===== config.mk =====
export PLATFORM = sky130hd
export DESIGN_NAME = http_request_head_parser
export DESIGN_NICKNAME = d
export VERILOG_FILES = /design/src/design/hrhp_pkg.sv /design/src/design/hrhp_in_stage.sv /design/src/design/hrhp_parse.sv /design/src/design/hrhp_out_stage.sv /design/src/design/http_request_head_parser.sv
export SDC_FILE = /design/constraint.sdc
export NUM_CORES = 1
export LEC_CHECK = 0
export BUFFER_PORTS_ARGS = -buffer_cell sky130_fd_sc_hd__buf_2
export CAP_MARGIN = 15
export CORE_AREA = 2 2 101 103
export DETAILED_ROUTE_END_ITERATION = 8
export DIE_AREA = 0 0 103 105
export GPL_TIMING_DRIVEN = 0
export PLACE_DENSITY = 0.78
export SYNTH_ARGS = -nofsm -noshare
export SYNTH_HDL_FRONTEND = slang
export SYNTH_SLANG_ARGS = --single-unit

===== constraint.sdc =====
create_clock -name clk -period 4 [get_ports clk]
set_clock_uncertainty 0.05 [all_clocks]
set_input_delay 0.2 -clock clk [delete_from_list [all_inputs] [get_ports clk]]
set_output_delay 0.2 -clock clk [all_outputs]
set_load 0.02 [all_outputs]

===== src/design/hrhp_pkg.sv =====
// ----------------------------------------------------------------------------
// hrhp_pkg
// Types, codes, keyword tables and match helpers for the request head parser.
// ----------------------------------------------------------------------------
package hrhp_pkg;

	localparam int MATCH_LIMIT_DEF = 31;
	localparam int POS_W           = 8;   // position as seen by the match helpers
	localparam int WORD_BITS       = 136; // longest keyword is 17 characters
	localparam int NUM_WORDS       = 10;

	// keyword table indexes
	localparam int WD_GET  = 0;
	localparam int WD_V10  = 3;
	localparam int WD_CLEN = 5;
	localparam int WD_KA   = 8;

	localparam logic [WORD_BITS-1:0] WORD_TEXT [NUM_WORDS] = '{
		WORD_BITS'("GET"),
		WORD_BITS'("POST"),
		WORD_BITS'("HEAD"),
		WORD_BITS'("HTTP/1.0"),
		WORD_BITS'("HTTP/1.1"),
		WORD_BITS'("Content-Length"),
		WORD_BITS'("Transfer-Encoding"),
		WORD_BITS'("Connection"),
		WORD_BITS'("Keep-Alive"),
		WORD_BITS'("keep-alive")
	};

	localparam logic [4:0] WORD_LEN [NUM_WORDS] = '{
		5'd3, 5'd4, 5'd4, 5'd8, 5'd8, 5'd14, 5'd17, 5'd10, 5'd10, 5'd10
	};

	localparam logic [7:0] CH_SP    = 8'h20;
	localparam logic [7:0] CH_SLASH = 8'h2F;
	localparam logic [7:0] CH_COLON = 8'h3A;
	localparam logic [7:0] CH_CR    = 8'h0D;
	localparam logic [7:0] CH_LF    = 8'h0A;

	localparam logic [2:0] TAG_NONE    = 3'd0;
	localparam logic [2:0] TAG_METHOD  = 3'd1;
	localparam logic [2:0] TAG_PATH    = 3'd2;
	localparam logic [2:0] TAG_VERSION = 3'd3;
	localparam logic [2:0] TAG_KEY     = 3'd4;
	localparam logic [2:0] TAG_VALUE   = 3'd5;

	localparam logic [1:0] ST_BUSY = 2'd0;
	localparam logic [1:0] ST_DONE = 2'd1;
	localparam logic [1:0] ST_ERR  = 2'd2;

	localparam logic [1:0] METH_GET  = 2'd0;
	localparam logic [1:0] METH_POST = 2'd1;
	localparam logic [1:0] METH_HEAD = 2'd2;

	typedef enum logic [3:0] {
		PH_METHOD,
		PH_SEEK,
		PH_PATH,
		PH_VERSION,
		PH_RL_BAD,
		PH_LINE_START,
		PH_KEY,
		PH_COLON,
		PH_VALUE_START,
		PH_VALUE,
		PH_HDR_LF,
		PH_END_LF,
		PH_ERROR
	} phase_t;

	typedef struct packed {
		logic [7:0] data_byte;
		logic       restart;
	} item_t;

	typedef struct packed {
		logic       has_body;
		logic       keep_alive;
		logic       path_is_root;
		logic       version_minor;
		logic [1:0] method_code;
		logic       line_done;
		logic [1:0] status;
		logic [2:0] byte_tag;
	} result_t;

	typedef struct packed {
		phase_t     phase;
		logic [2:0] method_c;
		logic [1:0] version_c;
		logic [2:0] key_c;
		logic [1:0] value_c;
		logic [1:0] path_len;
		logic       saw_cr;
		logic [1:0] held_method;
		logic       held_version;
		logic       held_root;
		logic       held_ka;
		logic       held_body;
	} parse_t;

	localparam parse_t PARSE_CLEAR = '{
		phase: PH_METHOD, method_c: 3'b111, version_c: 2'b11, key_c: 3'b111,
		value_c: 2'b11, path_len: 2'd0, saw_cr: 1'b0, held_method: METH_GET,
		held_version: 1'b1, held_root: 1'b0, held_ka: 1'b0, held_body: 1'b0
	};

	// true when byte b is character pos of keyword id
	function automatic logic word_hit(int unsigned id, logic [POS_W-1:0] pos,
			logic [7:0] b);
		logic [WORD_BITS-1:0] sh;
		logic [POS_W-1:0]     lenx;
		logic [POS_W+2:0]     amt;
		lenx = POS_W'(WORD_LEN[id]);
		// first character sits in the top byte of the word
		amt  = {lenx - pos - POS_W'(1), 3'b000};
		sh   = WORD_TEXT[id] >> amt;
		return (pos < lenx) && (sh[7:0] == b);
	endfunction

	function automatic logic [2:0] narrow3(logic [2:0] c, int unsigned base,
			logic [POS_W-1:0] pos, logic [7:0] b);
		logic [2:0] m;
		for (int i = 0; i < 3; i++)
			m[i] = c[i] & word_hit(base + i, pos, b);
		return m;
	endfunction

	function automatic logic [1:0] narrow2(logic [1:0] c, int unsigned base,
			logic [POS_W-1:0] pos, logic [7:0] b);
		logic [1:0] m;
		for (int i = 0; i < 2; i++)
			m[i] = c[i] & word_hit(base + i, pos, b);
		return m;
	endfunction

	function automatic logic [2:0] full3(logic [2:0] c, int unsigned base,
			logic [POS_W-1:0] pos);
		logic [2:0] m;
		for (int i = 0; i < 3; i++)
			m[i] = c[i] & (pos == POS_W'(WORD_LEN[base + i]));
		return m;
	endfunction

	function automatic logic [1:0] full2(logic [1:0] c, int unsigned base,
			logic [POS_W-1:0] pos);
		logic [1:0] m;
		for (int i = 0; i < 2; i++)
			m[i] = c[i] & (pos == POS_W'(WORD_LEN[base + i]));
		return m;
	endfunction

endpackage


===== src/design/hrhp_in_stage.sv =====
// ----------------------------------------------------------------------------
// hrhp_in_stage
// Input register: holds one request byte until the parse step takes it.
// ----------------------------------------------------------------------------
module hrhp_in_stage (
	input  logic            clk,
	input  logic            arst_n,
	input  logic            s_tvalid,
	output logic            s_tready,
	input  logic [7:0]      s_tdata,   // [7:0] data_byte
	input  logic            s_tuser,   // [0] restart
	input  logic            advance,
	output logic            valid_s1,
	output hrhp_pkg::item_t item_s1
);
	import hrhp_pkg::*;

	logic load;

	assign s_tready = !valid_s1 || advance;
	assign load     = s_tvalid && s_tready;

	always_ff @(posedge clk or negedge arst_n) begin
		if (!arst_n) begin
			valid_s1 <= 1'b0;
		end else if (load) begin
			valid_s1 <= 1'b1;
		end else if (advance) begin
			valid_s1 <= 1'b0;
		end
	end

	always_ff @(posedge clk) begin
		if (load) begin
			item_s1.data_byte <= s_tdata;
			item_s1.restart   <= s_tuser;
		end
	end

endmodule


===== src/design/hrhp_parse.sv =====
// ----------------------------------------------------------------------------
// hrhp_parse
// Parse state machine: tags one byte per step and keeps the request summary.
// ----------------------------------------------------------------------------
module hrhp_parse #(
	parameter int MATCH_LIMIT = hrhp_pkg::MATCH_LIMIT_DEF
) (
	input  logic              clk,
	input  logic              arst_n,
	input  logic              advance,
	input  hrhp_pkg::item_t   item_s1,
	output hrhp_pkg::result_t result
);
	import hrhp_pkg::*;

	localparam int MP_W = $clog2(MATCH_LIMIT + 1);

	parse_t          ps_q, cur, nx;
	logic [MP_W-1:0] pos_q, cur_pos, nx_pos, pos_inc;
	logic [POS_W-1:0] pos_x;
	logic [7:0]      b;
	logic [2:0]      m3;
	logic [1:0]      m2;

	assign b       = item_s1.data_byte;
	assign cur     = item_s1.restart ? PARSE_CLEAR : ps_q;
	assign cur_pos = item_s1.restart ? '0 : pos_q;
	assign pos_x   = POS_W'(cur_pos);
	assign pos_inc = (cur_pos < MP_W'(MATCH_LIMIT)) ? cur_pos + 1'b1 : cur_pos;
	assign m3      = full3(cur.method_c, WD_GET, pos_x);
	assign m2      = full2(cur.version_c, WD_V10, pos_x);

	// next state
	always_comb begin
		nx     = cur;
		nx_pos = cur_pos;
		case (cur.phase)
			PH_METHOD: begin
				if (b == CH_SP) begin
					nx.method_c = m3;
					if (m3 != '0) begin
						nx.held_method = m3[0] ? METH_GET : (m3[1] ? METH_POST : METH_HEAD);
						nx.phase       = PH_SEEK;
					end else begin
						nx.phase = PH_RL_BAD;
					end
				end else if (b == CH_LF) begin
					nx.phase = PH_ERROR;
				end else begin
					nx.method_c = narrow3(cur.method_c, WD_GET, pos_x, b);
					nx_pos      = pos_inc;
				end
			end
			PH_SEEK: begin
				if (b == CH_SLASH) begin
					nx.path_len = 2'd1;
					nx.phase    = PH_PATH;
				end else if (b == CH_LF) begin
					nx.phase = PH_ERROR;
				end
			end
			PH_PATH: begin
				if (b == CH_SP) begin
					nx.held_root = (cur.path_len == 2'd1);
					nx_pos       = '0;
					nx.version_c = 2'b11;
					nx.saw_cr    = 1'b0;
					nx.phase     = PH_VERSION;
				end else if (b == CH_LF) begin
					nx.phase = PH_ERROR;
				end else if (cur.path_len != 2'd3) begin
					nx.path_len = cur.path_len + 2'd1;
				end
			end
			PH_VERSION: begin
				if (cur.saw_cr) begin
					if (b == CH_LF)
						nx.phase = (cur.version_c != '0) ? PH_LINE_START : PH_ERROR;
				end else if (b == CH_CR) begin
					nx.version_c = m2;
					if (m2 != '0)
						nx.held_version = m2[1];
					nx.saw_cr = 1'b1;
				end else if (b == CH_LF) begin
					nx.phase = PH_ERROR;
				end else begin
					nx.version_c = narrow2(cur.version_c, WD_V10, pos_x, b);
					nx_pos       = pos_inc;
				end
			end
			PH_RL_BAD: begin
				if (b == CH_LF)
					nx.phase = PH_ERROR;
			end
			PH_LINE_START: begin
				if (b == CH_CR) begin
					nx.phase = PH_END_LF;
				end else begin
					nx.key_c = narrow3(3'b111, WD_CLEN, '0, b);
					nx_pos   = MP_W'(1);
					nx.phase = PH_KEY;
				end
			end
			PH_KEY: begin
				if (b == CH_COLON) begin
					nx.key_c = full3(cur.key_c, WD_CLEN, pos_x);
					nx.phase = PH_COLON;
				end else begin
					nx.key_c = narrow3(cur.key_c, WD_CLEN, pos_x, b);
					nx_pos   = pos_inc;
				end
			end
			PH_COLON: begin
				nx.phase = (b == CH_SP) ? PH_VALUE_START : PH_ERROR;
			end
			PH_VALUE_START: begin
				if (b == CH_CR) begin
					nx_pos     = '0;
					nx.value_c = 2'b00;
					nx.phase   = PH_HDR_LF;
				end else begin
					nx.value_c = narrow2(2'b11, WD_KA, '0, b);
					nx_pos     = MP_W'(1);
					nx.phase   = PH_VALUE;
				end
			end
			PH_VALUE: begin
				if (b == CH_CR) begin
					nx.value_c = full2(cur.value_c, WD_KA, pos_x);
					nx.phase   = PH_HDR_LF;
				end else begin
					nx.value_c = narrow2(cur.value_c, WD_KA, pos_x, b);
					nx_pos     = pos_inc;
				end
			end
			PH_HDR_LF: begin
				if (b == CH_LF) begin
					if (cur.key_c[1:0] != '0)
						nx.held_body = 1'b1;
					if (cur.key_c[2])
						nx.held_ka = (cur.value_c != '0);
					nx.phase = PH_LINE_START;
				end else begin
					nx.phase = PH_ERROR;
				end
			end
			PH_END_LF: begin
				if (b == CH_LF) begin
					nx     = PARSE_CLEAR;
					nx_pos = '0;
				end else begin
					nx.phase = PH_ERROR;
				end
			end
			default: begin
				nx.phase = PH_ERROR;
			end
		endcase
	end

	// result of this byte
	always_comb begin
		result = '0;
		case (cur.phase)
			PH_METHOD: begin
				if (b == CH_LF) begin
					result.status    = ST_ERR;
					result.line_done = 1'b1;
				end else if (b != CH_SP) begin
					result.byte_tag = TAG_METHOD;
				end
			end
			PH_SEEK: begin
				if (b == CH_SLASH) begin
					result.byte_tag = TAG_PATH;
				end else if (b == CH_LF) begin
					result.status    = ST_ERR;
					result.line_done = 1'b1;
				end
			end
			PH_PATH: begin
				if (b == CH_LF) begin
					result.status    = ST_ERR;
					result.line_done = 1'b1;
				end else if (b != CH_SP) begin
					result.byte_tag = TAG_PATH;
				end
			end
			PH_VERSION: begin
				if (cur.saw_cr) begin
					if (b == CH_LF) begin
						result.line_done = 1'b1;
						if (cur.version_c == '0)
							result.status = ST_ERR;
					end
				end else if (b == CH_LF) begin
					result.status    = ST_ERR;
					result.line_done = 1'b1;
				end else if (b != CH_CR) begin
					result.byte_tag = TAG_VERSION;
				end
			end
			PH_RL_BAD: begin
				if (b == CH_LF) begin
					result.status    = ST_ERR;
					result.line_done = 1'b1;
				end
			end
			PH_LINE_START, PH_KEY: begin
				if (!(cur.phase == PH_LINE_START && b == CH_CR)
						&& !(cur.phase == PH_KEY && b == CH_COLON))
					result.byte_tag = TAG_KEY;
			end
			PH_COLON: begin
				if (b != CH_SP)
					result.status = ST_ERR;
			end
			PH_VALUE_START, PH_VALUE: begin
				if (b != CH_CR)
					result.byte_tag = TAG_VALUE;
			end
			PH_HDR_LF: begin
				if (b == CH_LF)
					result.line_done = 1'b1;
				else
					result.status = ST_ERR;
			end
			PH_END_LF: begin
				if (b == CH_LF) begin
					result.status        = ST_DONE;
					result.method_code   = cur.held_method;
					result.version_minor = cur.held_version;
					result.path_is_root  = cur.held_root;
					result.keep_alive    = cur.held_ka;
					result.has_body      = cur.held_body;
				end else begin
					result.status = ST_ERR;
				end
			end
			default: begin
				result.status = ST_ERR;
			end
		endcase
	end

	always_ff @(posedge clk or negedge arst_n) begin
		if (!arst_n) begin
			ps_q  <= PARSE_CLEAR;
			pos_q <= '0;
		end else if (advance) begin
			ps_q  <= nx;
			pos_q <= nx_pos;
		end
	end

endmodule


===== src/design/hrhp_out_stage.sv =====
// ----------------------------------------------------------------------------
// hrhp_out_stage
// Result register: holds one tagged result until the sink takes it.
// ----------------------------------------------------------------------------
module hrhp_out_stage (
	input  logic              clk,
	input  logic              arst_n,
	input  logic              advance,
	input  hrhp_pkg::result_t result,
	output logic              m_tvalid,
	input  logic              m_tready,
	// [2:0] byte_tag, [4:3] status, [5] line_done, [7:6] method_code,
	// [8] version_minor, [9] path_is_root, [10] keep_alive, [11] has_body
	output logic [15:0]       m_tdata
);
	import hrhp_pkg::*;

	result_t res_q;

	assign m_tdata = {4'b0000, res_q};

	always_ff @(posedge clk or negedge arst_n) begin
		if (!arst_n) begin
			m_tvalid <= 1'b0;
		end else if (advance) begin
			m_tvalid <= 1'b1;
		end else if (m_tready) begin
			m_tvalid <= 1'b0;
		end
	end

	always_ff @(posedge clk) begin
		if (advance)
			res_q <= result;
	end

endmodule


===== src/design/http_request_head_parser.sv =====
// ----------------------------------------------------------------------------
// http_request_head_parser
// Tags each request byte and reports the request head summary at its end.
//
//   channel  dir  fields
//   s_*      in   tdata: data_byte[7:0]; tuser: restart
//   m_*      out  tdata: byte_tag, status, line_done, method_code,
//                 version_minor, path_is_root, keep_alive, has_body
//
// One item per cycle sustained while the sink keeps up; a byte taken into
// the input register passes through the parse step into the result
// register, where the sink can take it. The parse state updates once for
// each byte stepped through.
// Reset returns the parser to the start of a request line.
// A stalled sink holds the result register and then the input register.
// ----------------------------------------------------------------------------
module http_request_head_parser #(
	parameter int MATCH_LIMIT = hrhp_pkg::MATCH_LIMIT_DEF
) (
	input  logic        clk,
	input  logic        arst_n,
	input  logic        s_tvalid,
	output logic        s_tready,
	input  logic [7:0]  s_tdata,  // [7:0] data_byte
	input  logic        s_tuser,  // [0] restart
	output logic        m_tvalid,
	input  logic        m_tready,
	// [2:0] byte_tag, [4:3] status, [5] line_done, [7:6] method_code,
	// [8] version_minor, [9] path_is_root, [10] keep_alive, [11] has_body
	output logic [15:0] m_tdata
);
	import hrhp_pkg::*;

	logic    valid_s1;
	logic    advance;
	item_t   item_s1;
	result_t result;

	// step when an item waits and the result register is free or draining
	assign advance = valid_s1 && (!m_tvalid || m_tready);

	hrhp_in_stage u_in (
		.clk      (clk),
		.arst_n   (arst_n),
		.s_tvalid (s_tvalid),
		.s_tready (s_tready),
		.s_tdata  (s_tdata),
		.s_tuser  (s_tuser),
		.advance  (advance),
		.valid_s1 (valid_s1),
		.item_s1  (item_s1)
	);

	hrhp_parse #(
		.MATCH_LIMIT (MATCH_LIMIT)
	) u_parse (
		.clk     (clk),
		.arst_n  (arst_n),
		.advance (advance),
		.item_s1 (item_s1),
		.result  (result)
	);

	hrhp_out_stage u_out (
		.clk      (clk),
		.arst_n   (arst_n),
		.advance  (advance),
		.result   (result),
		.m_tvalid (m_tvalid),
		.m_tready (m_tready),
		.m_tdata  (m_tdata)
	);

endmodule


==> metrics <==
Multi-input gate area=4494 um^2; Ys Warns=0; Layout Nets=928; Register Area=1395 um^2; fmax=252.6 MHz; diode count=0; CP Capture Type=flop; Final Setup Violations=0; post-synth cell types=89; Pint=1576 uW; Clock power frac=0.127; CP most frequent cell=buf_4; Async S/R FF share, synth=0.5882; number of vias per cell=7.346; Detailed Place HPWL=17190 um; clk_lat worst skew=330 ps; Peak VDD IR=0.0003523 V; mapped cell area=6098 um^2; Hold Fails Final Rpt=0; Die W=103 um; cell family with the largest share of critical-path delay=compound AO/OA/AOI/OAI gates; Synth-to-Final Area Change=14.44%; num ports=31; count leader, synth=nor2_1; CTS Buf Count=5; outcome=finished, violations left; crit-path cells=buf_6 -> buf_8 -> nand2b_4 -> buf_6 -> buf_4 -> ha_4 -> inv_2 -> o31a_1 -> buf_4 -> buf_4 -> nand3_1 -> o21a_2 -> o32ai_1 -> xnor2_1 -> nand4_1 -> o31ai_2; crit path kind=reg2reg; die height=105 um; post-route clock period utilization=0.9896; failing checks=design-rule violations; initial antenna violation count=0; EDFF count, synth=21; Worst-Margin Slew=1225 ps; Final ANT Viol Nets=0; initial DRC count=1574; Seq cells post-synth=51; Yosys top cell area share=0.1034; Placer Congestion=1.092; routed vias=7633; die area=10820 um^2; CTS clk-pin slew, worst paths=120 ps; post-place setup slack=-849.5 ps; CTS tree=done; Critical Path AT=4130 ps; Clk Tree Root Cell=clkbuf_8; dominant synthesized flop cell=edfxtp_1; Worst path slowest cell=edfxtp_1; Buffers & Inverters on Critical Path=7; cell count after synthesis=844; Final Cell Area=6979 um^2; synth top area cells=edfxtp_1, dfrtp_1, nor2_1; Hold Crit Class=in2reg; Sequential Power Share=0.216; PwrDens=445.7 nW/um^2; # clock sinks=51; synth cell count leaders=nor2_1, nand2_1, o21ai_0, a21oi_1, clkbuf_1; max incr delay on CP=530 ps; critical path required time=4170 ps; Starting Density=0.6327; Leakage=0.002671 uW; Placed Area=6406 um^2; Comb power frac=0.657; port buffer count=26; Yosys top cell by area=edfxtp_1; Max Cap Violations=0; WL per Instance=23.35 um; H-Tree Depth=2; Seq/Total Area, Yosys=0.2288; worst-path fanout max=12; Residual DRC=9; vias in the first global route=6879; core area=9639 um^2; CTS max path bufs=2; first-pass GRT wire length=37200 um; Tot GR Track Use=0.4402; CP Launch Type=flop; router iterations before antenna repair=9; final wirelength=24260 um; Final Util=0.7240; crit path time final=3959 ps; Avg Cell Area, Syn=7.226 um^2; layout cell share with drive strength beyond 1=0.1700; Sw Share=0.4934; pin count of the biggest net entering global routing=31; Setup WS post-layout=41.42 ps; Switching Power=1535 uW; remaining global-route overflow=0; Rel. slew slack=0.1831; FP Rows=36; Max Slew Vio Count=0; filler instances=842
[layout by cell type (no fill, tap or decap), types with 7 or more instances in the layout]
cell type and instances:
nor2_1 102, nand2_1 80, o21ai_0 67, a21oi_1 60, buf_2 42, clkbuf_1 37, nor3_1 28, nand3_1 27
buf_4 26, nand2b_1 21, edfxtp_1 21, dfrtp_1 19, xnor2_1 18, and3_1 14, nor4_1 14, inv_1 14
nand4_1 13, nor2b_1 12, dfstp_2 11, mux2i_1 10, or3_1 9, o31ai_1 9, and2_1 8, o22ai_1 8
a31oi_1 8, o211ai_1 8, or2_2 7, a211oi_1 7, o31a_1 7, a21o_1 7, xor2_1 7, ha_1 7
dlygate4sd3_1 7
[power by group through the flow]
stage | Clock [uW] | Sequential, uW | Combinational [uW]
6_report | 394 | 673 | 2040
5_1_grt | 412 | 677 | 2180
4_1_cts | 385 | 667 | 1820
3_5_place_dp | 0 | 679 | 1740
3_3_place_gp | 0 | 674 | 1700
2_1_floorplan | 0 | 676 | 1310
[cell type report]
class / count / share of cell area
multi-input combinational: 702 / 0.6440
sequential: 51 / 0.1999
buffer: 73 / 0.05665
timing repair buffer: 52 / 0.04876
tap: 133 / 0.02384
inverter: 20 / 0.01112
clock buffer: 6 / 0.01040
clock inverter: 2 / 0.005378
[kinds of logic after synthesis]
group / count (synthesis) / share of synthesized area
AOI/OAI and AO/OA: 270 / 0.3010
adders and majority gates: 11 / 0.02216
muxes: 12 / 0.02011
other: 1 / 0.0006149
xor gates and xnor gates: 27 / 0.04001
and+or+nand+nor: 378 / 0.3178
buffers and inverters: 94 / 0.06955
DFF: 51 / 0.2288
[what timing repair did]
action                     CTS  global route
hold buffers                 7             0
setup endpoints to repair    9             7
buffers inserted             5            13
pin swaps                    3            10
gates cloned                 0             1
hold endpoints to repair    25             0
resized for setup           29            33
[flip-flops by register name, summed over array words and instances, names as in the netlist]
signal	cells
u_in.item_s1	9
u_in.valid_s1	1
u_out.m_tdata	12
u_out.m_tvalid	1
u_parse.pos_q	5
u_parse.ps_q	23
[through the flow]
| step | std cells | total power (uW) | setup TNS, ps | hold WS (ps) |
|---|---|---|---|---|
| after detailed placement | 1006 | 2417 | -3760 | 266.6 |
| after global placement | 1006 | 2377 | -3041 | 249.4 |
| after global routing | 1039 | 3267 | -92.24 | 4.407 |
| after CTS | 1026 | 2876 | 0 | 11.63 |
| final | 1039 | 3110 | 0 | 13.57 |
| after floorplan | 847 | 1987 | 0 | -145.6 |
[path summary, 6_finish.rpt]
check / endpoint / startpoint / cells after the start / slack (ps)
max: u_parse.ps_q[9] / u_in.item_s1[0] / 16 / 40
max reg2reg: u_parse.ps_q[9] / u_in.item_s1[0] / 16 / 40
min: u_in.item_s1[2] / s_tdata[1] / 1 / 10
max in group asynchronous: u_out.m_tvalid / arst_n / 2 / 2900
min reg2reg: u_parse.ps_q[3] / u_parse.ps_q[3] / 2 / 420
min in group asynchronous: u_parse.ps_q[6] / arst_n / 2 / 450
[layer usage]
metal	track usage	part of all wire	up-vias
li1	-	-	3247
met1	0.6024	0.36	3494
met2	0.6415	0.43	737
met3	0.1411	0.16	155
met4	0.1673	0.049	0
met5	0	0	-
No activity file was read; power rests on OpenSTA's default activity.
